### config.mk
export PLATFORM = sky130hd
export DESIGN_NAME = paged_frame_allocator
export DESIGN_NICKNAME = d
export VERILOG_FILES = /design/src/rtl/pfa_pkg.sv /design/src/rtl/pfa_div.sv /design/src/rtl/pfa_owner_mem.sv /design/src/rtl/pfa_known_mem.sv /design/src/rtl/paged_frame_allocator.sv
export SDC_FILE = /design/constraint.sdc
export NUM_CORES = 2
export LEC_CHECK = 0
export ABC_AREA = 1
export ABC_CLOCK_PERIOD_IN_PS = 4900
export BUFFER_PORTS_ARGS = -buffer_cell sky130_fd_sc_hd__buf_2
export CORE_UTILIZATION = 40
export DETAILED_ROUTE_END_ITERATION = 7
export PLACE_DENSITY = 0.65
export SLEW_MARGIN = 5
export SYNTH_ARGS = -nofsm -noshare
export SYNTH_HDL_FRONTEND = slang
export SYNTH_HIERARCHICAL = 1
export SYNTH_SLANG_ARGS = --single-unit
### constraint.sdc
create_clock -name clk -period 4.9 [get_ports clk]
set_input_delay 0.98 -clock clk [delete_from_list [all_inputs] [get_ports clk]]
set_output_delay 0.98 -clock clk [all_outputs]
set_load 0.005 [all_outputs]
### src/rtl/pfa_pkg.sv
package pfa_pkg;

	typedef struct packed {
		logic       used;
		logic [7:0] pid;
	} owner_t;

	typedef struct packed {
		logic        start;
		logic [32:0] num;
		logic [16:0] den;
	} div_req_t;

	typedef struct packed {
		logic        done;
		logic [33:0] quot;
	} div_rsp_t;

	localparam logic OP_ALLOC = 1'b0;
	localparam logic OP_FREE  = 1'b1;

	localparam logic [1:0] ST_OK      = 2'd0;
	localparam logic [1:0] ST_NOSPACE = 2'd1;
	localparam logic [1:0] ST_NOPROC  = 2'd2;

	localparam logic [1:0] CFG_FRAME_COUNT = 2'd0;
	localparam logic [1:0] CFG_PAGE_SIZE   = 2'd1;

	localparam logic [6:0]  FRAME_COUNT_RST = 7'd64;
	localparam logic [16:0] PAGE_SIZE_RST   = 17'd4096;

endpackage

### src/rtl/pfa_div.sv
module pfa_div (
	input  logic               clk,
	input  logic               arst_n,
	input  pfa_pkg::div_req_t  req,
	output pfa_pkg::div_rsp_t  rsp
);

	localparam logic [4:0] LAST_STEP = 5'd16;

	logic [33:0] num_q;
	logic [33:0] quot_q;
	logic [16:0] rem_q;
	logic [16:0] den_q;
	logic [4:0]  cnt_q;
	logic        run_q;
	logic        done_q;

	logic [17:0] r1, r2;
	logic [16:0] r1s, r2s;
	logic        ge1, ge2;

	// two restoring steps per cycle
	always_comb begin
		r1  = {rem_q, num_q[33]};
		ge1 = r1 >= {1'b0, den_q};
		r1s = ge1 ? 17'(r1 - {1'b0, den_q}) : r1[16:0];
		r2  = {r1s, num_q[32]};
		ge2 = r2 >= {1'b0, den_q};
		r2s = ge2 ? 17'(r2 - {1'b0, den_q}) : r2[16:0];
	end

	always_ff @(posedge clk or negedge arst_n) begin
		if (!arst_n) begin
			run_q  <= 1'b0;
			done_q <= 1'b0;
			cnt_q  <= '0;
			num_q  <= '0;
			quot_q <= '0;
			rem_q  <= '0;
			den_q  <= '0;
		end else begin
			done_q <= 1'b0;
			if (req.start) begin
				run_q  <= 1'b1;
				cnt_q  <= '0;
				num_q  <= {1'b0, req.num};
				den_q  <= req.den;
				rem_q  <= '0;
				quot_q <= '0;
			end else if (run_q) begin
				num_q  <= {num_q[31:0], 2'b00};
				quot_q <= {quot_q[31:0], ge1, ge2};
				rem_q  <= r2s;
				cnt_q  <= cnt_q + 5'd1;
				if (cnt_q == LAST_STEP) begin
					run_q  <= 1'b0;
					done_q <= 1'b1;
				end
			end
		end
	end

	assign rsp.done = done_q;
	assign rsp.quot = quot_q;

endmodule

### src/rtl/pfa_owner_mem.sv
module pfa_owner_mem #(
	parameter int DEPTH = 64,
	parameter int AW    = 6
) (
	input  logic              clk,
	input  logic              we,
	input  logic [AW-1:0]     waddr,
	input  pfa_pkg::owner_t   wdata,
	input  logic [AW-1:0]     raddr,
	output pfa_pkg::owner_t   rdata
);

	pfa_pkg::owner_t mem [DEPTH];
	pfa_pkg::owner_t rdata_q;

	always_ff @(posedge clk) begin
		if (we) begin
			mem[waddr] <= wdata;
		end
		rdata_q <= mem[raddr];
	end

	assign rdata = rdata_q;

endmodule

### src/rtl/pfa_known_mem.sv
module pfa_known_mem #(
	parameter int DEPTH = 256,
	parameter int AW    = 8
) (
	input  logic          clk,
	input  logic          we,
	input  logic [AW-1:0] waddr,
	input  logic          wdata,
	input  logic [AW-1:0] raddr,
	output logic          rdata
);

	logic mem [DEPTH];
	logic rdata_q;

	always_ff @(posedge clk) begin
		if (we) begin
			mem[waddr] <= wdata;
		end
		rdata_q <= mem[raddr];
	end

	assign rdata = rdata_q;

endmodule

### src/rtl/paged_frame_allocator.sv
// First-fit page frame allocator.
// Requests: start/busy command channel (op, pid, process_size); a request is
// taken on a clock edge with start high and busy low.
// Results: one-cycle strobe result_valid with status, frame_valid, frame, last.
// The receiver cannot hold results off; every request ends with last high.
// Allocate: the request is taken, the page count is worked out in the
// 2-bit-per-cycle divider, then one frame store read per cycle from frame 0
// upward, one result per frame granted.
// Free: a process table lookup, then a pass over min(NUM_FRAMES, 64) frame
// entries. Unknown or out-of-range pid and no-space results end the request
// without a frame pass.
// Config: cfg_valid/cfg_ready write channel, always ready. Writing frame_count
// while idle, recounting or ending the reset pass starts a recount pass over
// the frames in use with busy high.
// Reset: both stores are cleared by a pass over max(min(NUM_FRAMES, 64),
// PID_COUNT) entries, 256 with default parameters, during which busy is high.
module paged_frame_allocator #(
	parameter int NUM_FRAMES = 64,
	parameter int PID_COUNT  = 256
) (
	input  logic        clk,
	input  logic        arst_n,
	input  logic        start,
	output logic        busy,
	input  logic        op,
	input  logic [7:0]  pid,
	input  logic [31:0] process_size,
	input  logic        cfg_valid,
	output logic        cfg_ready,
	input  logic [1:0]  cfg_index,
	input  logic [16:0] cfg_data,
	output logic        result_valid,
	output logic [1:0]  status,
	output logic        frame_valid,
	output logic [5:0]  frame,
	output logic        last
);

	localparam int FRAMES_USED = (NUM_FRAMES < 64) ? NUM_FRAMES : 64;
	localparam int FA          = (FRAMES_USED > 1) ? $clog2(FRAMES_USED) : 1;
	localparam int KA          = $clog2(PID_COUNT);
	localparam int CLR_N       = (FRAMES_USED > PID_COUNT) ? FRAMES_USED : PID_COUNT;
	localparam int IW0         = $clog2(CLR_N + 1);
	localparam int IW          = (IW0 > 7) ? IW0 : 7;

	localparam logic [6:0]    FU7      = 7'(FRAMES_USED);
	localparam logic [IW-1:0] CLR_LAST = IW'(CLR_N - 1);
	localparam logic [IW-1:0] FU_IW    = IW'(FRAMES_USED);
	localparam logic [IW-1:0] PC_IW    = IW'(PID_COUNT);

	localparam logic [2:0] S_CLEAR   = 3'd0;
	localparam logic [2:0] S_IDLE    = 3'd1;
	localparam logic [2:0] S_DIV     = 3'd2;
	localparam logic [2:0] S_ALLOC   = 3'd3;
	localparam logic [2:0] S_FCHK    = 3'd4;
	localparam logic [2:0] S_FREE    = 3'd5;
	localparam logic [2:0] S_RECOUNT = 3'd6;

	logic [2:0]    state_q;
	logic [IW-1:0] idx_q;
	logic          vld_s1;
	logic [6:0]    addr_s1;
	logic [6:0]    free_q;
	logic [6:0]    need_q;
	logic [7:0]    pid_q;
	logic [6:0]    frame_count_q;
	logic [16:0]   page_size_q;

	logic          res_q;
	logic [1:0]    status_q;
	logic          fv_q;
	logic [5:0]    frame_q;
	logic          last_q;

	pfa_pkg::div_req_t div_req;
	pfa_pkg::div_rsp_t div_rsp;

	logic            owner_we;
	logic [FA-1:0]   owner_waddr;
	pfa_pkg::owner_t owner_wdata;
	pfa_pkg::owner_t owner_rdata;
	logic            known_we;
	logic [KA-1:0]   known_waddr;
	logic            known_wdata;
	logic            known_rdata;

	logic [6:0]    n_eff;
	logic [IW-1:0] limit;
	logic          scanning;
	logic          scan_on;
	logic          scan_end;
	logic          clear_end;
	logic          pid_bad;
	logic          accept;
	logic          cfg_fc_wr;
	logic          hit_alloc;
	logic          hit_free;
	logic          fits;
	logic [16:0]   den;

	assign n_eff     = (frame_count_q > FU7) ? FU7 : frame_count_q;
	assign limit     = (state_q == S_FREE) ? FU_IW : IW'(n_eff);
	assign scanning  = (state_q == S_ALLOC) || (state_q == S_FREE) || (state_q == S_RECOUNT);
	assign scan_on   = scanning && (idx_q < limit);
	assign scan_end  = !scan_on && !vld_s1;
	assign clear_end = (state_q == S_CLEAR) && (idx_q == CLR_LAST);
	assign pid_bad   = ({24'd0, pid} >= 32'(PID_COUNT));
	assign accept    = start && !busy;
	assign cfg_fc_wr = cfg_valid && (cfg_index == pfa_pkg::CFG_FRAME_COUNT);
	assign hit_alloc = (state_q == S_ALLOC) && vld_s1 && !owner_rdata.used;
	assign hit_free  = (state_q == S_FREE) && vld_s1 && owner_rdata.used
		&& (owner_rdata.pid == pid_q);
	assign fits      = div_rsp.quot <= {27'd0, free_q};
	assign den       = (page_size_q == 17'd0) ? 17'd1 : page_size_q;

	assign div_req.start = accept && !pid_bad && (op == pfa_pkg::OP_ALLOC);
	assign div_req.num   = 33'({1'b0, process_size} + {16'd0, den} - 33'd1);
	assign div_req.den   = den;

	always_comb begin
		owner_we    = 1'b0;
		owner_waddr = addr_s1[FA-1:0];
		owner_wdata = '0;
		known_we    = 1'b0;
		known_waddr = KA'(pid_q);
		known_wdata = 1'b0;
		case (state_q)
			S_CLEAR: begin
				owner_we    = idx_q < FU_IW;
				owner_waddr = idx_q[FA-1:0];
				known_we    = idx_q < PC_IW;
				known_waddr = idx_q[KA-1:0];
			end
			S_DIV: begin
				known_we    = div_rsp.done && fits;
				known_wdata = 1'b1;
			end
			S_ALLOC: begin
				owner_we    = hit_alloc;
				owner_wdata = '{used: 1'b1, pid: pid_q};
			end
			S_FREE: begin
				owner_we = hit_free;
				known_we = scan_end;
			end
			default: begin
			end
		endcase
	end

	always_ff @(posedge clk or negedge arst_n) begin
		if (!arst_n) begin
			state_q       <= S_CLEAR;
			idx_q         <= '0;
			vld_s1        <= 1'b0;
			addr_s1       <= '0;
			free_q        <= '0;
			need_q        <= '0;
			pid_q         <= '0;
			frame_count_q <= pfa_pkg::FRAME_COUNT_RST;
			page_size_q   <= pfa_pkg::PAGE_SIZE_RST;
			res_q         <= 1'b0;
			status_q      <= pfa_pkg::ST_OK;
			fv_q          <= 1'b0;
			frame_q       <= '0;
			last_q        <= 1'b0;
		end else begin
			res_q  <= 1'b0;
			vld_s1 <= 1'b0;
			if (cfg_valid) begin
				if (cfg_index == pfa_pkg::CFG_FRAME_COUNT) begin
					frame_count_q <= cfg_data[6:0];
				end else if (cfg_index == pfa_pkg::CFG_PAGE_SIZE) begin
					page_size_q <= cfg_data;
				end
			end
			if (scanning) begin
				vld_s1  <= scan_on;
				addr_s1 <= idx_q[6:0];
				if (scan_on) begin
					idx_q <= idx_q + IW'(1);
				end
			end
			case (state_q)
				S_CLEAR: begin
					idx_q <= idx_q + IW'(1);
					if (clear_end) begin
						idx_q   <= '0;
						free_q  <= n_eff;
						state_q <= S_IDLE;
					end
				end
				S_IDLE: begin
					if (accept) begin
						pid_q <= pid;
						if (pid_bad) begin
							res_q    <= 1'b1;
							status_q <= pfa_pkg::ST_NOPROC;
							fv_q     <= 1'b0;
							frame_q  <= '0;
							last_q   <= 1'b1;
						end else if (op == pfa_pkg::OP_ALLOC) begin
							state_q <= S_DIV;
						end else begin
							state_q <= S_FCHK;
						end
					end
				end
				S_DIV: begin
					if (div_rsp.done) begin
						if (!fits) begin
							res_q    <= 1'b1;
							status_q <= pfa_pkg::ST_NOSPACE;
							fv_q     <= 1'b0;
							frame_q  <= '0;
							last_q   <= 1'b1;
							state_q  <= S_IDLE;
						end else if (div_rsp.quot == 34'd0) begin
							res_q    <= 1'b1;
							status_q <= pfa_pkg::ST_OK;
							fv_q     <= 1'b0;
							frame_q  <= '0;
							last_q   <= 1'b1;
							state_q  <= S_IDLE;
						end else begin
							need_q  <= div_rsp.quot[6:0];
							idx_q   <= '0;
							state_q <= S_ALLOC;
						end
					end
				end
				S_ALLOC: begin
					if (hit_alloc) begin
						res_q    <= 1'b1;
						status_q <= pfa_pkg::ST_OK;
						fv_q     <= 1'b1;
						frame_q  <= addr_s1[5:0];
						last_q   <= (need_q == 7'd1);
						need_q   <= need_q - 7'd1;
						free_q   <= free_q - 7'd1;
						if (need_q == 7'd1) begin
							state_q <= S_IDLE;
						end
					end else if (scan_end) begin
						state_q <= S_IDLE;
					end
				end
				S_FCHK: begin
					if (!known_rdata) begin
						res_q    <= 1'b1;
						status_q <= pfa_pkg::ST_NOPROC;
						fv_q     <= 1'b0;
						frame_q  <= '0;
						last_q   <= 1'b1;
						state_q  <= S_IDLE;
					end else begin
						idx_q   <= '0;
						state_q <= S_FREE;
					end
				end
				S_FREE: begin
					if (hit_free && (addr_s1 < n_eff)) begin
						free_q <= free_q + 7'd1;
					end
					if (scan_end) begin
						res_q    <= 1'b1;
						status_q <= pfa_pkg::ST_OK;
						fv_q     <= 1'b0;
						frame_q  <= '0;
						last_q   <= 1'b1;
						state_q  <= S_IDLE;
					end
				end
				S_RECOUNT: begin
					if (vld_s1 && !owner_rdata.used) begin
						free_q <= free_q + 7'd1;
					end
					if (scan_end) begin
						state_q <= S_IDLE;
					end
				end
				default: begin
					state_q <= S_IDLE;
				end
			endcase
			// frame_count change while idle, recounting or ending the reset pass: recount free frames in use
			if (cfg_fc_wr && (state_q == S_IDLE || state_q == S_RECOUNT || clear_end)) begin
				state_q <= S_RECOUNT;
				idx_q   <= '0;
				free_q  <= '0;
				vld_s1  <= 1'b0;
			end
		end
	end

	pfa_div u_div (
		.clk    (clk),
		.arst_n (arst_n),
		.req    (div_req),
		.rsp    (div_rsp)
	);

	pfa_owner_mem #(
		.DEPTH (FRAMES_USED),
		.AW    (FA)
	) u_owner_mem (
		.clk   (clk),
		.we    (owner_we),
		.waddr (owner_waddr),
		.wdata (owner_wdata),
		.raddr (idx_q[FA-1:0]),
		.rdata (owner_rdata)
	);

	pfa_known_mem #(
		.DEPTH (PID_COUNT),
		.AW    (KA)
	) u_known_mem (
		.clk   (clk),
		.we    (known_we),
		.waddr (known_waddr),
		.wdata (known_wdata),
		.raddr (KA'(pid)),
		.rdata (known_rdata)
	);

	assign busy         = (state_q != S_IDLE);
	assign cfg_ready    = 1'b1;
	assign result_valid = res_q;
	assign status       = status_q;
	assign frame_valid  = fv_q;
	assign frame        = frame_q;
	assign last         = last_q;

`ifndef SYNTHESIS
	a_frame_ok: assert property (@(posedge clk) disable iff (!arst_n)
		result_valid && frame_valid |-> status == pfa_pkg::ST_OK)
		else $error("frame result with non-ok status");

	a_single_last: assert property (@(posedge clk) disable iff (!arst_n)
		result_valid && !frame_valid |-> last)
		else $error("frameless result not marked last");

	a_alloc_need: assert property (@(posedge clk) disable iff (!arst_n)
		state_q == S_ALLOC |-> need_q != 7'd0)
		else $error("allocation scan with nothing left to grant");

	a_div_done: assert property (@(posedge clk) disable iff (!arst_n)
		div_rsp.done |-> state_q == S_DIV)
		else $error("divider finished outside page count state");
`endif

endmodule

## Yosys cells after proc, flatten, opt, wreduce, memory -nomap -nowiden

Memories as Yosys holds them, arrays and structs flattened. A register that Yosys moved wholly into a read port is not among the register bits.
Cells that the tools add are included.

| storage, ports and cells | value |
|---|---|
| register bits | 186 |
| latch bits | 0 |
| RAM bits | 832 |
| memory bits (read-only) | 0 |
| output and inout port bits | 13 |
| logic and storage cells | 205 |
| memories kept | 2 |

Memory list:

| memory | depth | width | read ports | clocked after memory_dff | write ports | line | text |
|---|---|---|---|---|---|---|---|
| u_owner_mem.mem | 64 | 9 | 1 | 1 | 1 | pfa_owner_mem.sv:13 | `pfa_pkg::owner_t mem [DEPTH];` |
| u_known_mem.mem | 256 | 1 | 1 | 1 | 1 | pfa_known_mem.sv:13 | `logic mem [DEPTH];` |

| cells by class | value |
|---|---|
| add/sub/neg operators | 9 |
| multipliers | 0 |
| div/mod/pow operators | 0 |
| magnitude comparators | 8 |
| equality and inequality tests | 26 |
| shift-type cells | 0 |
| mux-type cells | 98 |
| bitwise operators | 2 |
| reductions and logical operators | 39 |

Operators with widths:

| cell | count |
|---|---|
| $mux 34 | 4 |
| $mux 17 | 5 |
| $mux 9 | 9 |
| $mux 7 | 11 |
| $mux 6 | 7 |
| $ge 18x17->1 | 2 |
| $le 34x7->1 | 1 |
| $logic_not 34->1 | 1 |
| $sub 17x17->17 | 2 |
| $add 32x17->33 | 1 |
| $sub 33x1->33 const B | 1 |
| $mux 1 | 31 |
| $pmux 7 s4 | 1 |
| $mux 3 | 9 |
| $pmux 9 s3 | 1 |
| $pmux 6 s4 | 1 |
| $pmux 3 s6 | 1 |
| $logic_not 17->1 | 1 |
| $mux 2 | 8 |
| $logic_and 1x1->1 | 15 |
| $ne 3x2->1 const B | 5 |
| $pmux 7 s2 | 1 |
| $sub 7x1->7 const B | 2 |
| $pmux 1 s4 | 3 |
| 39 further kinds | 59 |

## Longest topological paths before layout

| logic depth | value |
|---|---|
| depth after elaboration | 12 |
| depth in mapped cells | 30 |

## Hierarchy

Netlist, hierarchy kept.

Modules (own cells, without submodules):

| module | instances | cells each | area an instance (sq um) | sequential area each (sq um) |
|---|---|---|---|---|
| pfa_owner_mem | 1 | 2,016 | 23,799.1 | 17,476.8 |
| pfa_known_mem | 1 | 1,184 | 11,717.5 | 7,707.4 |
| paged_frame_allocator | 1 | 1,064 | 7,188.1 | 1,929.4 |
| pfa_div | 1 | 829 | 6,556.3 | 2,727.6 |

## Worst setup path after synthesis

OpenSTA, ideal clock, no wires.

| timing path | value |
|---|---|
| path type | register -> register |
| from | register state_q[1] |
| to | memory u_known_mem.mem[111], enable pin |
| library setup time | 300 ps |
| arrival | 4,785 ps |
| required time | 4,600 ps |
| slack | -185 ps |
| cell stages (with the launch flop) | 13 |
| path buffers | 2 |
| clock period less this slack | 5,085 ps |
| cells stage by stage | dfrtp_1 inv_2 nor2_2 nand2_1 inv_1 nand3_1 o221ai_1 buf_2 inv_1 nor2_1 nand3_1 clkbuf_1 nor2_1 |

| on the way | value |
|---|---|
| word-level cells in the longest chain between the ends | 9 |
| elaborated cells between the ends (all ways) | 16 |

RTL lines:

| element | line | text |
|---|---|---|
| start, declared | paged_frame_allocator.sv:59 | `logic [2:0] state_q;` |
| start signal, assigned | paged_frame_allocator.sv:153 | `state_q <= S_CLEAR;` |
| start signal, assigned | paged_frame_allocator.sv:190 | `state_q <= S_IDLE;` |
| start signal, assigned | paged_frame_allocator.sv:203 | `state_q <= S_DIV;` |
| $eq 3x3->1 or $eq 3x2->1 (tied branches) | paged_frame_allocator.sv:102, paged_frame_allocator.sv:103, paged_frame_allocator.sv:127 |  |
| $mux 7 or $logic_or 1x1->1 (tied branches) | paged_frame_allocator.sv:102, paged_frame_allocator.sv:103 |  |
| $lt 9x7->1 or $logic_or 1x1->1 (tied branches) | paged_frame_allocator.sv:104, paged_frame_allocator.sv:103 |  |
| $logic_and 1x1->1 | paged_frame_allocator.sv:104 | `assign scan_on = scanning && (idx_q < limit);` |
| $logic_not 1->1 | paged_frame_allocator.sv:105 | `assign scan_end = !scan_on && !vld_s1;` |
| $logic_and 1x1->1 | paged_frame_allocator.sv:105 |  |
| $pmux 1 s3 (*) | paged_frame_allocator.sv:127 | `case (state_q)` |
| named net known_we | paged_frame_allocator.sv:82 | `logic known_we;` |
| $mux 1 (*) | pfa_known_mem.sv:17 | `if (we) begin` |
| $mux 1 (not written as such) (*) | pfa_known_mem.sv:18 | `mem[waddr] <= wdata;` |
| end, declared | pfa_known_mem.sv:13 |  |

Mark *: on every way through the listed nets, which the timed path passes. The rest lies on a longest branch.

## Final worst setup path

| timing path | value |
|---|---|
| from | register state_q[2] |
| to | memory u_owner_mem/mem[39][4] (netlist name), enable pin |

| on the way | value |
|---|---|
| elaborated cells between the ends (all ways) | 12 |

RTL lines:

| element | line | text |
|---|---|---|
| $logic_not 3->1 | paged_frame_allocator.sv:127 |  |
| $mux 6 | paged_frame_allocator.sv:127 |  |
| named net owner_waddr[0] | paged_frame_allocator.sv:79 | `logic [FA-1:0] owner_waddr;` |
| end, declared | pfa_owner_mem.sv:13 |  |

The timed path passes the listed nets, and every way through them passes these cells.

==> flow_summary.rst <==
.. list-table::
   :header-rows: 1

   * - Metric
     - Value
   * - Number of DRC markers after the initial detailed-route iteration
     - 3623
   * - Netlist cell types
     - 63
   * - Leading cell type in the layout, fill and taps excluded
     - sky130_fd_sc_hd__nand2_1
   * - Number of cells upsized or downsized after cts
     - 0
   * - Number of cells produced by synthesis
     - 5093
   * - Pin count of the biggest net entering global routing
     - 131
   * - Area growth from synthesis to layout
     - 10.2%
   * - Average vias per placed instance
     - 5.31
   * - Remaining number of nets flagged by the antenna check after routing
     - 0
   * - Final clock period utilization by the worst path
     - 87.8%
   * - Number of synthesized register bits
     - 1028
   * - Final count of pins violating max slew
     - 0
   * - Share of cells above drive strength 1
     - 8.15%
   * - Post-synthesis instance area
     - 0.0493 mm²
   * - Number of buffers added for setup after CTS
     - 0
   * - Actual slew at the worst max-slew pin
     - 1.33 ns
   * - Via count of the first global-routing pass
     - 34450
   * - Synth Area per Inst
     - 9.67 µm²
   * - Summed negative setup slack over all endpoints
     - 0 ns
   * - Diodes inserted
     - 0
   * - First-pass GRT wire length
     - 202000 µm
   * - Area enclosed by the die boundary
     - 0.125 mm²
   * - Peak ir drop on the vdd network
     - 0.289 mV
   * - Commonest non-fill, non-tap cells in the layout
     - sky130_fd_sc_hd__nand2_1, sky130_fd_sc_hd__nand3_1, sky130_fd_sc_hd__edfxtp_1
   * - Top cell type's share of synthesized area
     - 50.7%
   * - Sum of routed wire length over all layers
     - 131000 µm
   * - Category of the most critical setup path
     - reg2reg
   * - Final routed DRC violation total
     - 0
   * - Headroom to the max-slew limit
     - 11.6%
   * - Unrepaired setup endpoints after global routing
     - false
   * - CTS tree
     - yes
   * - Type of the most critical hold path
     - in2async
   * - Effective utilization at floorplan
     - 40.4%
   * - Endpoint class of the critical path
     - flop
   * - Top Ports
     - 77
   * - Post-synth net total
     - 5273
   * - Level count of the clock H-tree
     - 3
   * - GRT Overall Usage
     - 20.6%
   * - Total number of clock tree sinks
     - 1028
   * - Die span in x
     - 353 µm
   * - Max clock buf depth
     - 3
   * - Detailed-placement wirelength estimate
     - 80000 µm
   * - CP required
     - 5.21 ns
   * - Prevailing post-synth register cell
     - sky130_fd_sc_hd__edfxtp_1
   * - Worst-Skew Late Latency
     - 0.70 ns
   * - Post-cts hold buffer count
     - 0
   * - Antenna violations before repair
     - 2
   * - Final setup violation count
     - 0
   * - Arrival time at the worst endpoint
     - 4.61 ns
   * - Total overflow reported by the global router
     - 0
   * - Proportion of synthesized flip-flops having asynchronous set or reset
     - 18.1%
   * - Routed length per placed instance
     - 19.2 µm
   * - Power per unit of standard cell area
     - 329 mW/mm²
   * - Min Hold Slack
     - 0.310 ns
   * - Nets@finish
     - 5295
   * - Chip Height
     - 353 µm
   * - Leak Pwr
     - 21.0 nW
   * - Placeable core region
     - 0.122 mm²
   * - Share of synthesized area occupied by flip-flops and latches
     - 60.6%
   * - Cts bufs inserted
     - 104
   * - Minimum period implied by the final worst setup slack
     - 4.30 ns
   * - Count of TritonRoute iterations in the first routing pass
     - 5
   * - Run status
     - completed
   * - Root Buffer
     - sky130_fd_sc_hd__clkbuf_16
   * - Max_cap viols
     - 0
   * - Final Wtd Congestion
     - 0.861
   * - Number of vias after detailed routing
     - 36230
   * - Synth top area cells
     - sky130_fd_sc_hd__edfxtp_1, sky130_fd_sc_hd__nand2_1, sky130_fd_sc_hd__dfrtp_1, sky130_fd_sc_hd__nand3_1, sky130_fd_sc_hd__nor2_1
   * - Number of hold-slack violations in the final timing report
     - 0
   * - Total of warnings raised by yosys
     - 6
   * - Max Clk Rate
     - 232 MHz
   * - Dominant cell type by area after synthesis
     - sky130_fd_sc_hd__edfxtp_1
   * - Largest fanout of any net on the critical path
     - 19
   * - Clock slew at reported path FFs
     - 0.07 ns
   * - Worst clock skew on the final layout
     - 0.0424 ns
   * - FP Rows
     - 128
   * - Number of flops mapped to enable cells by yosys
     - 832
   * - Element type at the critical path start
     - flop
   * - Number of buffer cells added on primary ports
     - 75
-- cells in the mapped netlist (all sizes together) (10+ instances only) --
cell type  instances
inv              350
xnor2             24
buf              165
nor4              13
nor3              23
o22ai             64
edfxtp           832
dfrtp            184
nand4             29
a31oi             10
nor2             501
nand2           1450
dfxtp             10
clkbuf           105
ha               112
o21ai            126
xor2              39
nand3            851
a21oi            132
-- critical path: stages, from the launching register on --
cell and delay [ns]:
sky130_fd_sc_hd__dfrtp_1 0.46, sky130_fd_sc_hd__inv_2 0.09, sky130_fd_sc_hd__nand2_1 0.07, sky130_fd_sc_hd__buf_4 0.19, sky130_fd_sc_hd__clkinv_1 0.41, sky130_fd_sc_hd__o21ai_1 0.85
sky130_fd_sc_hd__nand4_1 0.86, sky130_fd_sc_hd__nor2_1 0.98
-- cell families (layout without fill, tap and decap cells) --
logic type / count (synthesis) / in the layout / share of synthesized area [%]
other: 1 / 1 / 0.00761
XOR/XNOR: 63 / 63 / 1.12
adder cells (fa/ha/maj): 116 / 116 / 3.01
AO/OA/AOI/OAI: 367 / 367 / 4.17
AND/OR/NAND/NOR: 2887 / 2887 / 25.1
buffers and inverters: 628 / 737 / 5.96
flip-flops: 1028 / 1028 / 60.6
multiplexers: 3 / 3 / 0.0635
-- through the flow --
| stage | cells | power (W) | cell area [µm²] | utilization [%] | setup slack (ns) |
|---|---|---|---|---|---|
| after floorplan | 5093 | 0.0102 | 49300 | - | 0.866 |
| final | 6827 | 0.0179 | 54300 | 44.5 | 0.599 |
| after global placement | 6634 | 0.0105 | 51100 | 41.9 | 0.741 |
| after detailed placement | 6634 | 0.0105 | 51100 | 41.9 | 0.772 |
| after global routing | 6827 | 0.0185 | 54300 | 44.5 | 0.310 |
| after CTS | 6827 | 0.0180 | 54300 | 44.5 | 0.737 |
-- where the power goes --
group          switching (W)  internal [W]
registers          0.0000418       0.00936
logic               0.000632      0.000321
clock network        0.00336       0.00417
total                0.00404        0.0138
-- per-layer routing --
layer	wire (µm)	track usage [%]
met1	55700	27.7
met3	8850	2.91
met4	2950	5.70
met2	63300	34.6
met5	0	0
-- worst paths after layout --
| check | start | to | slack [ns] | cells after the start |
|---|---|---|---|---|
| worst max-delay path | state_q[2] | u_owner_mem/mem[39][4] | 0.60 | 7 |
| worst min-delay path | arst_n | u_div/num_q[0] | 0.31 | 1 |
| worst max register to register | state_q[2] | u_owner_mem/mem[39][4] | 0.60 | 7 |
| worst min register to register | frame_valid | frame_valid | 0.47 | 2 |
| max in group asynchronous | arst_n | idx_q[6] | 3.49 | 2 |
| min in group clk | frame_valid | frame_valid | 0.47 | 2 |
-- sequential cells by signal (all words and copies together) (netlist names), 8 cells and up --
name	count
u_known_mem/mem	256
u_div/num_q	34
u_div/rem_q	17
page_size_q	17
u_div/quot_q	34
pid_q	8
u_owner_mem/mem	576
u_div/den_q	17
u_owner_mem/rdata	9
idx_q	9
-- final cells by class --
class / instances / area, µm²
Clock buffer: 155 / 2870
Clock inverter: 38 / 338
Fill cell: 11515 / 67700
Multi-Input combinational cell: 3437 / 16600
Sequential cell: 1028 / 29800
Inverter: 358 / 1370
Timing Repair Buffer: 186 / 1240
Tap cell: 1625 / 2030
(Power assumes the default switching activity.)
